--- src/oas_pkg.sv ---
`timescale 1ns / 1ps
// Shared constants for the overlap-add synthesis unit.
// No dependencies; imported by every module of the block.
package oas_pkg;

  // Widths of the configuration registers.
  localparam int FRAME_W = 11;
  localparam int HOP_W   = 10;
  localparam int GAIN_W  = 15;
  localparam int CFG_W   = 15;
  localparam int CFG_IDX_W = 2;

  // Register indexes on the configuration port.
  localparam logic [CFG_IDX_W-1:0] REG_FRAME = 2'd0;
  localparam logic [CFG_IDX_W-1:0] REG_HOP   = 2'd1;
  localparam logic [CFG_IDX_W-1:0] REG_GAIN  = 2'd2;

  // Register values after reset.
  localparam logic [FRAME_W-1:0] FRAME_RESET = 11'd1024;
  localparam logic [HOP_W-1:0]   HOP_RESET   = 10'd256;
  localparam logic [GAIN_W-1:0]  GAIN_RESET  = 15'd8192;

  // Gain is unsigned Q1.14; products are rounded half up to Q1.15.
  localparam int FRAC_BITS  = 14;
  localparam int ROUND_BIAS = 8192;

  // Default build parameters.
  localparam int DEF_MAX_FRAME   = 1024;
  localparam int DEF_SAMPLE_BITS = 16;

endpackage

--- src/oas_mac.sv ---
`timescale 1ns / 1ps
// Scale-and-accumulate datapath: sample times Q1.14 gain, rounded to Q1.15,
// added to the overlap value and saturated. Depends on oas_pkg.
module oas_mac
  import oas_pkg::*;
#(
  parameter int SAMPLE_BITS = DEF_SAMPLE_BITS
) (
  input  logic signed [SAMPLE_BITS-1:0] sample,
  input  logic        [GAIN_W-1:0]      gain,
  input  logic signed [SAMPLE_BITS-1:0] overlap,
  output logic signed [SAMPLE_BITS-1:0] result
);

  localparam int PW = SAMPLE_BITS + GAIN_W + 1;
  localparam int QW = PW - FRAC_BITS;
  localparam int SW = QW + 1;
  localparam logic signed [PW-1:0] BIAS = PW'(ROUND_BIAS);

  logic signed [GAIN_W:0]  gain_s;
  logic signed [PW-1:0]    prod;
  logic signed [PW-1:0]    rounded;
  logic signed [QW-1:0]    scaled;
  logic signed [SW-1:0]    sum;
  logic                    ovf;

  assign gain_s  = $signed({1'b0, gain});
  assign prod    = PW'(sample) * PW'(gain_s);
  assign rounded = prod + BIAS;
  // Dropping the low bits of the two's complement word is a floor.
  assign scaled  = $signed(rounded[PW-1:FRAC_BITS]);
  assign sum     = SW'(scaled) + SW'(overlap);

  // The sum fits when all bits above the sample's sign bit agree with it.
  assign ovf = !((&sum[SW-1:SAMPLE_BITS-1]) || !(|sum[SW-1:SAMPLE_BITS-1]));

  always_comb begin
    if (!ovf) begin
      result = sum[SAMPLE_BITS-1:0];
    end else if (sum[SW-1]) begin
      result = {1'b1, {(SAMPLE_BITS-1){1'b0}}};
    end else begin
      result = {1'b0, {(SAMPLE_BITS-1){1'b1}}};
    end
  end

endmodule

--- config.mk ---
export PLATFORM = sky130hd
export DESIGN_NAME = oas_mac
export DESIGN_NICKNAME = d
export VERILOG_FILES = /design/src/oas_pkg.sv /design/src/oas_mac.sv
export SDC_FILE = /design/constraint.sdc
export NUM_CORES = 1
export LEC_CHECK = 0
export BUFFER_PORTS_ARGS = -buffer_cell sky130_fd_sc_hd__buf_4
export CAP_MARGIN = 20
export CORE_UTILIZATION = 55
export DETAILED_ROUTE_END_ITERATION = 6
export PLACE_DENSITY = 0.73
export RECOVER_POWER = 50
export SKIP_LAST_GASP = 1
export SLEW_MARGIN = 5
export SYNTH_ARGS = -nofsm -noshare
export SYNTH_HDL_FRONTEND = slang
export SYNTH_SLANG_ARGS = --single-unit
--- constraint.sdc ---
create_clock -name vclk -period 22.4
set_input_delay 4.48 -clock vclk [all_inputs]
set_output_delay 4.48 -clock vclk [all_outputs]
set_load 0.01 [all_outputs]
# Yosys cells after proc, flatten, opt, wreduce, memory -nomap -nowiden
# Cells that the tools add are included.
dict set report totals {
  reg_bits 0
  latchBits 0
  mem_bits_rw 0
  rom_bits 0
  inputBits 47
  elab_cells 9
  memories 0
}
dict set report op_classes {
  n_addsub 2
  n_mul 1
  div 0
  magnitude_cmp 0
  n_eq_ne 0
  n_shift 0
  n_mux 2
  bitwise 0
  n_reduce_logical 4
}
# cell n
set ops {}
lappend ops {{$add 32x15->32 const B} 1}
lappend ops {{$mul 16x16->32} 1}
lappend ops {{$mux 16} 2}
lappend ops {{$add 18x16->19} 1}
lappend ops {{$reduce_and 4->1} 1}
lappend ops {{$reduce_or 4->1} 1}
lappend ops {{$logic_not 1->1} 1}
lappend ops {{$logic_or 1x1->1} 1}

# Longest topological paths before layout
# Gate-level depths: netlist (run 1).
dict set report depth {
  ltp_word 7
  ltp_mapped 35
}

# Worst setup path after synthesis (run 1)
# OpenSTA, ideal clock, no wires.
dict set report synth_path {
  path_kind {input to output}
  from {input gain[1]}
  to {output result[10]}
  arrival_time_ns 12.120
  required_time_ns 17.920
  slack_ns 5.800
  cell_stages 31
  path_buffers 3
  cell_sequence {clkbuf_1 -> nand2_1 -> fa_1 -> fa_1 -> fa_1 -> fa_1 -> inv_1 -> fa_1 -> inv_1 -> fa_1 -> inv_1 -> ha_1 -> o21a_1 -> o211ai_1 -> o21ai_0 -> a21oi_1 -> nor3_1 -> a2111oi_0 -> o21ai_0 -> xnor2_1 -> ha_1 -> nand4_1 -> nor2_1 -> o2111ai_1 -> a41oi_2 -> mux2_2 -> nand4_1 -> and4bb_1 -> buf_6 -> buf_12 -> mux2i_1}
}
dict set report synth_via {
  elab_chain_len 7
  word_cells_on_any_way 9
}
# element line
set synth_lines {}
lappend synth_lines {{from (decl)} oas_mac.sv:10} ;# input logic [GAIN_W-1:0] gain,
lappend synth_lines {{$mul 16x16->32 (*)} oas_mac.sv:28} ;# assign prod = PW'(sample) * PW'(gain_s);
lappend synth_lines {{$add 32x15->32 (*)} oas_mac.sv:29} ;# assign rounded = prod + BIAS;
lappend synth_lines {{$add 18x16->19 (*)} oas_mac.sv:32} ;# assign sum = SW'(scaled) + SW'(overlap);
lappend synth_lines {{$reduce_or 4->1} oas_mac.sv:35} ;# assign ovf = !((&sum[SW-1:SAMPLE_BITS-1]) || !(|sum[SW-1:SAMPLE_BITS-1]));
lappend synth_lines {{$logic_not 1->1} oas_mac.sv:35}
lappend synth_lines {{$logic_or 1x1->1} oas_mac.sv:35}
lappend synth_lines {{$mux 16 (*)} oas_mac.sv:38} ;# if (!ovf) begin
lappend synth_lines {{to (decl)} oas_mac.sv:12} ;# output logic signed [SAMPLE_BITS-1:0] result
# Every way passes the cells marked *; elsewhere a longest branch is shown, timed or not.

# Final worst setup path (run 1)
dict set report layout_path {
  from {input gain[4]}
  to {output result[12]}
}
# The elaborated chain is that of the path after synthesis.

==> impl_results.md, run 1 <==
- YS warnings: 0
- Routed vias: 7727
- CP Class: in2out
- Register area share after synthesis: 0
- Core Area: 18800 sq um
- Initial antenna violation count: 0
- Setup TNS: 0 ps
- Detail Route Antenna Nets: 0
- Max Freq: 54.2 MHz
- CP arrival: 13980 ps
- RSZ-0062 raised after global routing: false
- DRC viols: 0
- Boundary Pins: 63
- X dimension of the die: 140 microns
- TritonRoute pass-1 iters: 5
- Die footprint: 19700 sq um
- Final setup vio count: 0
- Count leader, synth: inv_1
- Crit Path Max Fanout: 16
- First-pass GRT wire length: 39000 microns
- Final #Nets: 1631
- Starting Density: 0.562
- Final critical-path required period: 18460 ps
- Largest net degree at the start of global routing: 17
- Largest cells by area after synthesis: fa_1 47%, ha_1 13%, inv_1 11%
- Seq_cells: 0
- Synth top cells by count: 320 x inv_1, 246 x fa_1, 135 x nand2_1
- Net Count, Synth: 1604
- Cell mode on critical path: fa_1
- Row cnt: 50
- Worst path max stage delay: 920 ps
- Buffers on Ports: 63
- Post-Syn Area: 10500 sq um
- Post-CTS Resized: 0
- # diodes: 0
- WL/cell: 15.4 microns
- Syn Area/Cell: 8.80 sq um
- Maxcap violations: 0
- Clkbuf count: 0
- Placer Congestion: 0.908
- Number of global-route vias before repair: 8292
- Worst hold-check slack: 9390 ps
- # Post-CTS Setup Buffers: 0
- Die height: 140 microns
- Req. time, crit path: 17920 ps
- Layout cell share with drive strength beyond 1: 0.0548
- Register area: 0 sq um
- Gr ovfl total: 0
- Status: finished clean
- GRT Total Usage: 0.244
- Hold WC Path Type: in2out
- DRT Wirelength: 22400 microns
- Worst rel slew slack: 0.287
- Layout area overhead: 5.35%
- Vias per cell: 5.30
- Max Slew Vio Count: 0
- Post-DP HPWL: 19600 microns
- Final worst path period share: 0.824
- Library cells used by synthesis: 50
- Slew @ Worst Pin: 1040 ps
- CP Capture Type: output port
- Starting DRT DRC Count: 355
- Final hold vios: 0
- Area of the multi-input gates: 9160 sq um
- Gate Count Post-Synth: 1198
- Hold_buf cts: 0
- Worst path slowest cell: a2111oi_0
- Filler cells: 1674
- Crit path launch type: input pin
- Synth top area share: 0.467
- Top cell type by total area after synthesis: fa_1
==> cell usage in the layout, fill, tap and decap left out, types with 7 or more instances in the layout <==
cell,n
and2_1,122
nand3_1,11
nor2b_1,7
xnor2_1,24
mux2i_1,14
inv_1,320
ha_1,113
a21oi_1,31
a21o_1,12
fa_1,246
nand4_1,7
xor2_1,13
o21ai_0,19
buf_4,59
nand2_1,135
nor2_1,19
==> path summary, 6_finish.rpt <==
path	start	endpoint	slack (ps)	cells past startpoint
max	gain[4]	result[12]	3940	31
min	overlap[0]	result[0]	9390	4
==> cell type report <==
| class | instances | area share |
|---|---|---|
| Multi-Input combinational cell | 840 | 0.824 |
| Timing Repair Buffer | 63 | 0.0412 |
| Inverter | 320 | 0.108 |
| Tap cell | 234 | 0.0264 |
==> layer usage <==
layer,part of all wire,vias to the layer above,global-route usage,wire length (microns)
li1,-,3623,-,-
met1,0.41,3918,0.308,9230
met2,0.53,149,0.461,12000
met3,0.025,37,0.00718,554
met4,0.029,0,0.0641,661
met5,0,-,0,0
==> critical path: cells and delay by family <==
kind,cells,cell delay (ps)
XOR/XNOR,1,190
adder cells (fa/ha/maj),8,3520
multiplexers,2,760
AO/OA/AOI/OAI,8,2530
buffers and inverters,6,860
AND/OR/NAND/NOR,6,1640
==> kinds of logic (layout without fill, tap and decap cells) <==
logic type | Yosys count | in the layout | share of synthesized area
simple gates | 327 | 327 | 0.158
mux | 18 | 18 | 0.0186
buf+inv | 358 | 383 | 0.131
xor+xnor | 37 | 37 | 0.0307
compound gates | 99 | 99 | 0.0610
fa+ha+maj | 359 | 359 | 0.601
==> stage by stage <==
| stage | setup slack, ps | cell area (sq um) | utilization | std cells |
|---|---|---|---|---|
| 2_1_floorplan | 5800 | 10500 | - | 1198 |
| 3_3_place_gp | 4620 | 11100 | 0.593 | 1457 |
| 3_5_place_dp | 4290 | 11100 | 0.593 | 1457 |
| 4_1_cts | 4290 | 11100 | 0.593 | 1457 |
| 5_1_grt | 3330 | 11100 | 0.592 | 1457 |
| 6_report | 3940 | 11100 | 0.592 | 1457 |
Power of run 1 is left out: the tool's default activity adds up to more than one toggle a clock period on the data nets, which glitch-free logic cannot reach.
==> inputs of run 2 (changes only) <==
clock period = 17.51 ns   (was 22.4 ns; I/O delays follow)
==> run 2 against run 1 <==
Net effect: critical path depth down 1; first-iteration DRC count is 7.9% lower; cell count about the same; routed wire length increased by 0.77%; worst hold slack got worse by 2000 ps; die area did not move; design area about the same; core utilization is essentially flat; critical endpoint is now result[8]; largest cell class unchanged.
==> impl_results.md, run 2 (same netlist as run 1, synthesis figures left out) <==
- Post-DP HPWL: 19700 microns
- Die footprint: 19700 sq um
- Req. time, crit path: 14010 ps
- Seq_cells: 0
- Largest net degree at the start of global routing: 17
- First-pass GRT wire length: 39000 microns
- Buffers on Ports: 63
- CP Class: in2out
- Worst path slowest cell: fa_1
- Final #Nets: 1632
- Register area: 0 sq um
- Slew @ Worst Pin: 892 ps
- Maxcap violations: 0
- # diodes: 0
- Largest delay share family, worst path: adder cells
- Max Slew Vio Count: 0
- GRT Total Usage: 0.245
- Final critical-path required period: 16240 ps
- Routed vias: 7722
- DRT Wirelength: 22600 microns
- Top library cells by usage in the layout, fill and taps aside: 320 x inv_1, 246 x fa_1, 135 x nand2_1
- Layout area overhead: 5.40%
- Filler cells: 1692
- Crit path launch type: input pin
- Post-Place Cell Area: 11100 sq um
- Crit Path Max Fanout: 15
- Worst path depth: 30
- Vias per cell: 5.30
- Hold WC Path Type: in2out
- DRC viols: 0
- # Post-CTS Setup Buffers: 0
- Status: finished clean
- Starting Density: 0.562
- Placer Congestion: 0.906
- Boundary Pins: 63
- Post-route cell area: 11100 sq um
- Die height: 140 microns
- Number of global-route vias before repair: 8225
- Final worst path period share: 0.927
- Commonest non-fill, non-tap cell in the layout: inv_1
- Initial antenna violation count: 0
- X dimension of the die: 140 microns
- TritonRoute pass-1 iters: 5
- Max Freq: 61.6 MHz
- Core Area: 18800 sq um
- Setup TNS: 0 ps
- Worst path max stage delay: 800 ps
- Starting DRT DRC Count: 327
- WL/cell: 15.5 microns
- Final setup vio count: 0
- Detail Route Antenna Nets: 0
- Hold depth: 4
- Layout cell share with drive strength beyond 1: 0.0531
- Gr ovfl total: 0
- Final hold vios: 0
- CP arrival: 12730 ps
- Post-CTS Resized: 0
- Cell mode on critical path: fa_1
- Buf/Inv on CP: 5
- Hold_buf cts: 0
- CP Capture Type: output port
- Fin util: 0.592
- Clkbuf count: 0
- Row cnt: 50
- RSZ-0062 raised after global routing: false
- Worst rel slew slack: 0.406
-- run 2: cell types whose count changed in the layout (fill, tap and decap cells not counted) --
cell            change
and2_0              -2
and2_1              +2
buf_4               -2
clkbuf_1            +2
dlymetal6s2s_1      +1
-- run 2: tightest hold or removal path, cell delays in order --
cell and delay [ps]:
buf_4 80, ha_1 120, mux2_4 130, buf_4 100
-- run 2: per-layer routing --
layer | up-vias | GRT usage | part of all wire | routed length [microns]
met5 | - | 0 | 0 | 0
met2 | 157 | 0.456 | 0.53 | 12000
li1 | 3612 | - | - | -
met1 | 3915 | 0.315 | 0.41 | 9290
met3 | 38 | 0.00444 | 0.025 | 557
met4 | 0 | 0.0681 | 0.033 | 735
-- run 2: path summary, 6_finish.rpt --
path | slack [ps] | end | from
worst max-delay path | 1270 | result[8] | sample[15]
worst min-delay path | 7440 | result[0] | overlap[0]
-- run 2: final cells by class --
type               instances  area, sq um  share of cell area
well taps                234          293              0.0263
repair buffers            64          463              0.0417
inverters                320         1200               0.108
multi-input cells        840         9160               0.824
-- run 2: stage by stage --
step / hold slack, ps / worst slack [ps] / cells
2_1_floorplan: 7250 / 2870 / 1198
3_3_place_gp: 7430 / 1680 / 1457
3_5_place_dp: 7440 / 1510 / 1457
4_1_cts: 7440 / 1490 / 1457
5_1_grt: 7460 / 728 / 1458
6_report: 7440 / 1270 / 1458
Power of run 2 is left out for the same reason.
==> inputs of run 3 (changes only) <==
BUFFER_PORTS_ARGS = -buffer_cell sky130_fd_sc_hd__buf_2   (was -buffer_cell sky130_fd_sc_hd__buf_4)
==> run 3 against run 2 <==
Net effect: setup slack worse by 200 ps; sequential share of layout area stayed put; core utilization is 0.79 points lower; sequential cell count stayed put; via count is 1.0% lower; count of clock-buffer cells in the layout stayed put; critical path type unchanged; largest cell class unchanged.
==> impl_results.md, run 3 (same netlist as run 1, synthesis figures left out) <==
- Register area: 0 sq um
- Req. time, crit path: 14010 ps
- Hold WC Path Type: in2out
- Commonest non-fill, non-tap cell in the layout: inv_1
- Non-filler cells, final: 1457
- Die footprint: 19700 sq um
- # diodes: 0
- Largest delay share family, worst path: adder cells
- Inst Count DP: 1457
- Gr ovfl total: 0
- Starting Density: 0.562
- Clkbuf count: 0
- X dimension of the die: 140 microns
- Hold_buf cts: 0
- Crit path launch type: input pin
- Cell mode on critical path: fa_1
- Post-CTS Resized: 0
- Worst path slowest cell: a2111oi_0
- Buffers on Ports: 63
- Placer Congestion: 0.929
- Final setup vio count: 0
- Final hold vios: 0
- CP arrival: 12940 ps
- Buf/Inv on CP: 5
- Final critical-path required period: 16440 ps
- Initial antenna violation count: 0
- RSZ-0062 raised after global routing: false
- Detail Route Antenna Nets: 0
- CP Class: in2out
- Crit Path Max Fanout: 15
- Slew @ Worst Pin: 1040 ps
- Setup TNS: 0 ps
- GRT Total Usage: 0.240
- Number of global-route vias before repair: 8029
- Worst path max stage delay: 920 ps
- Final #Nets: 1631
- First-pass GRT wire length: 38000 microns
- DRT Wirelength: 22400 microns
- Top library cells by usage in the layout, fill and taps aside: 320 x inv_1, 246 x fa_1, 135 x nand2_1
- Layout area overhead: 4.00%
- Filler cells: 1668
- # Post-CTS Setup Buffers: 0
- Core Area: 18800 sq um
- TritonRoute pass-1 iters: 6
- WHS Endpoint: result[0]
- Hold depth: 4
- Row cnt: 50
- Min-delay src: overlap[0]
- Layout cell share with drive strength beyond 1: 0.0540
- Vias per cell: 5.25
- Final worst path period share: 0.939
- Boundary Pins: 63
- Post-DP HPWL: 19700 microns
- DRC viols: 0
- WL/cell: 15.4 microns
- Starting DRT DRC Count: 388
- Max Freq: 60.8 MHz
- Maxcap violations: 0
- Seq_cells: 0
- Worst rel slew slack: 0.289
- Status: finished clean
- Die height: 140 microns
- Max Slew Vio Count: 0
- Largest net degree at the start of global routing: 17
- CP Capture Type: output port
- Routed vias: 7642
-- run 3: metal layers --
metal	global-route usage	vias to the layer above	share of wire
met5	0	-	0
met3	0.00444	38	0.024
met2	0.450	155	0.53
met4	0.0686	0	0.033
met1	0.305	3835	0.41
li1	-	3614	-
-- run 3: worst max path at each step --
stage	to	slack, ps	from	cells past startpoint
CTS	result[0]	1370	gain[1]	30
global placement	result[0]	1640	gain[1]	30
detailed placement	result[0]	1380	gain[1]	30
floorplan	result[10]	2870	gain[1]	31
finish	result[0]	1070	gain[1]	30
global route	result[0]	500	gain[1]	30
-- run 3: area by class of cell --
cell class                 instances  area [sq um]  area share
inverter                         320          1200       0.110
timing repair buffer              63           308      0.0281
tap                              234           293      0.0267
multi-input combinational        840          9170       0.836
-- run 3: per-stage QoR --
step	cell area [sq um]	setup slack, ps	util	hold WS, ps
2_1_floorplan	10500	2870	-	7250
3_3_place_gp	11000	1640	0.585	7440
3_5_place_dp	11000	1380	0.585	7460
4_1_cts	11000	1370	0.585	7460
5_1_grt	11000	496	0.584	7480
6_report	11000	1070	0.584	7450
Power of run 3 is left out for the same reason.
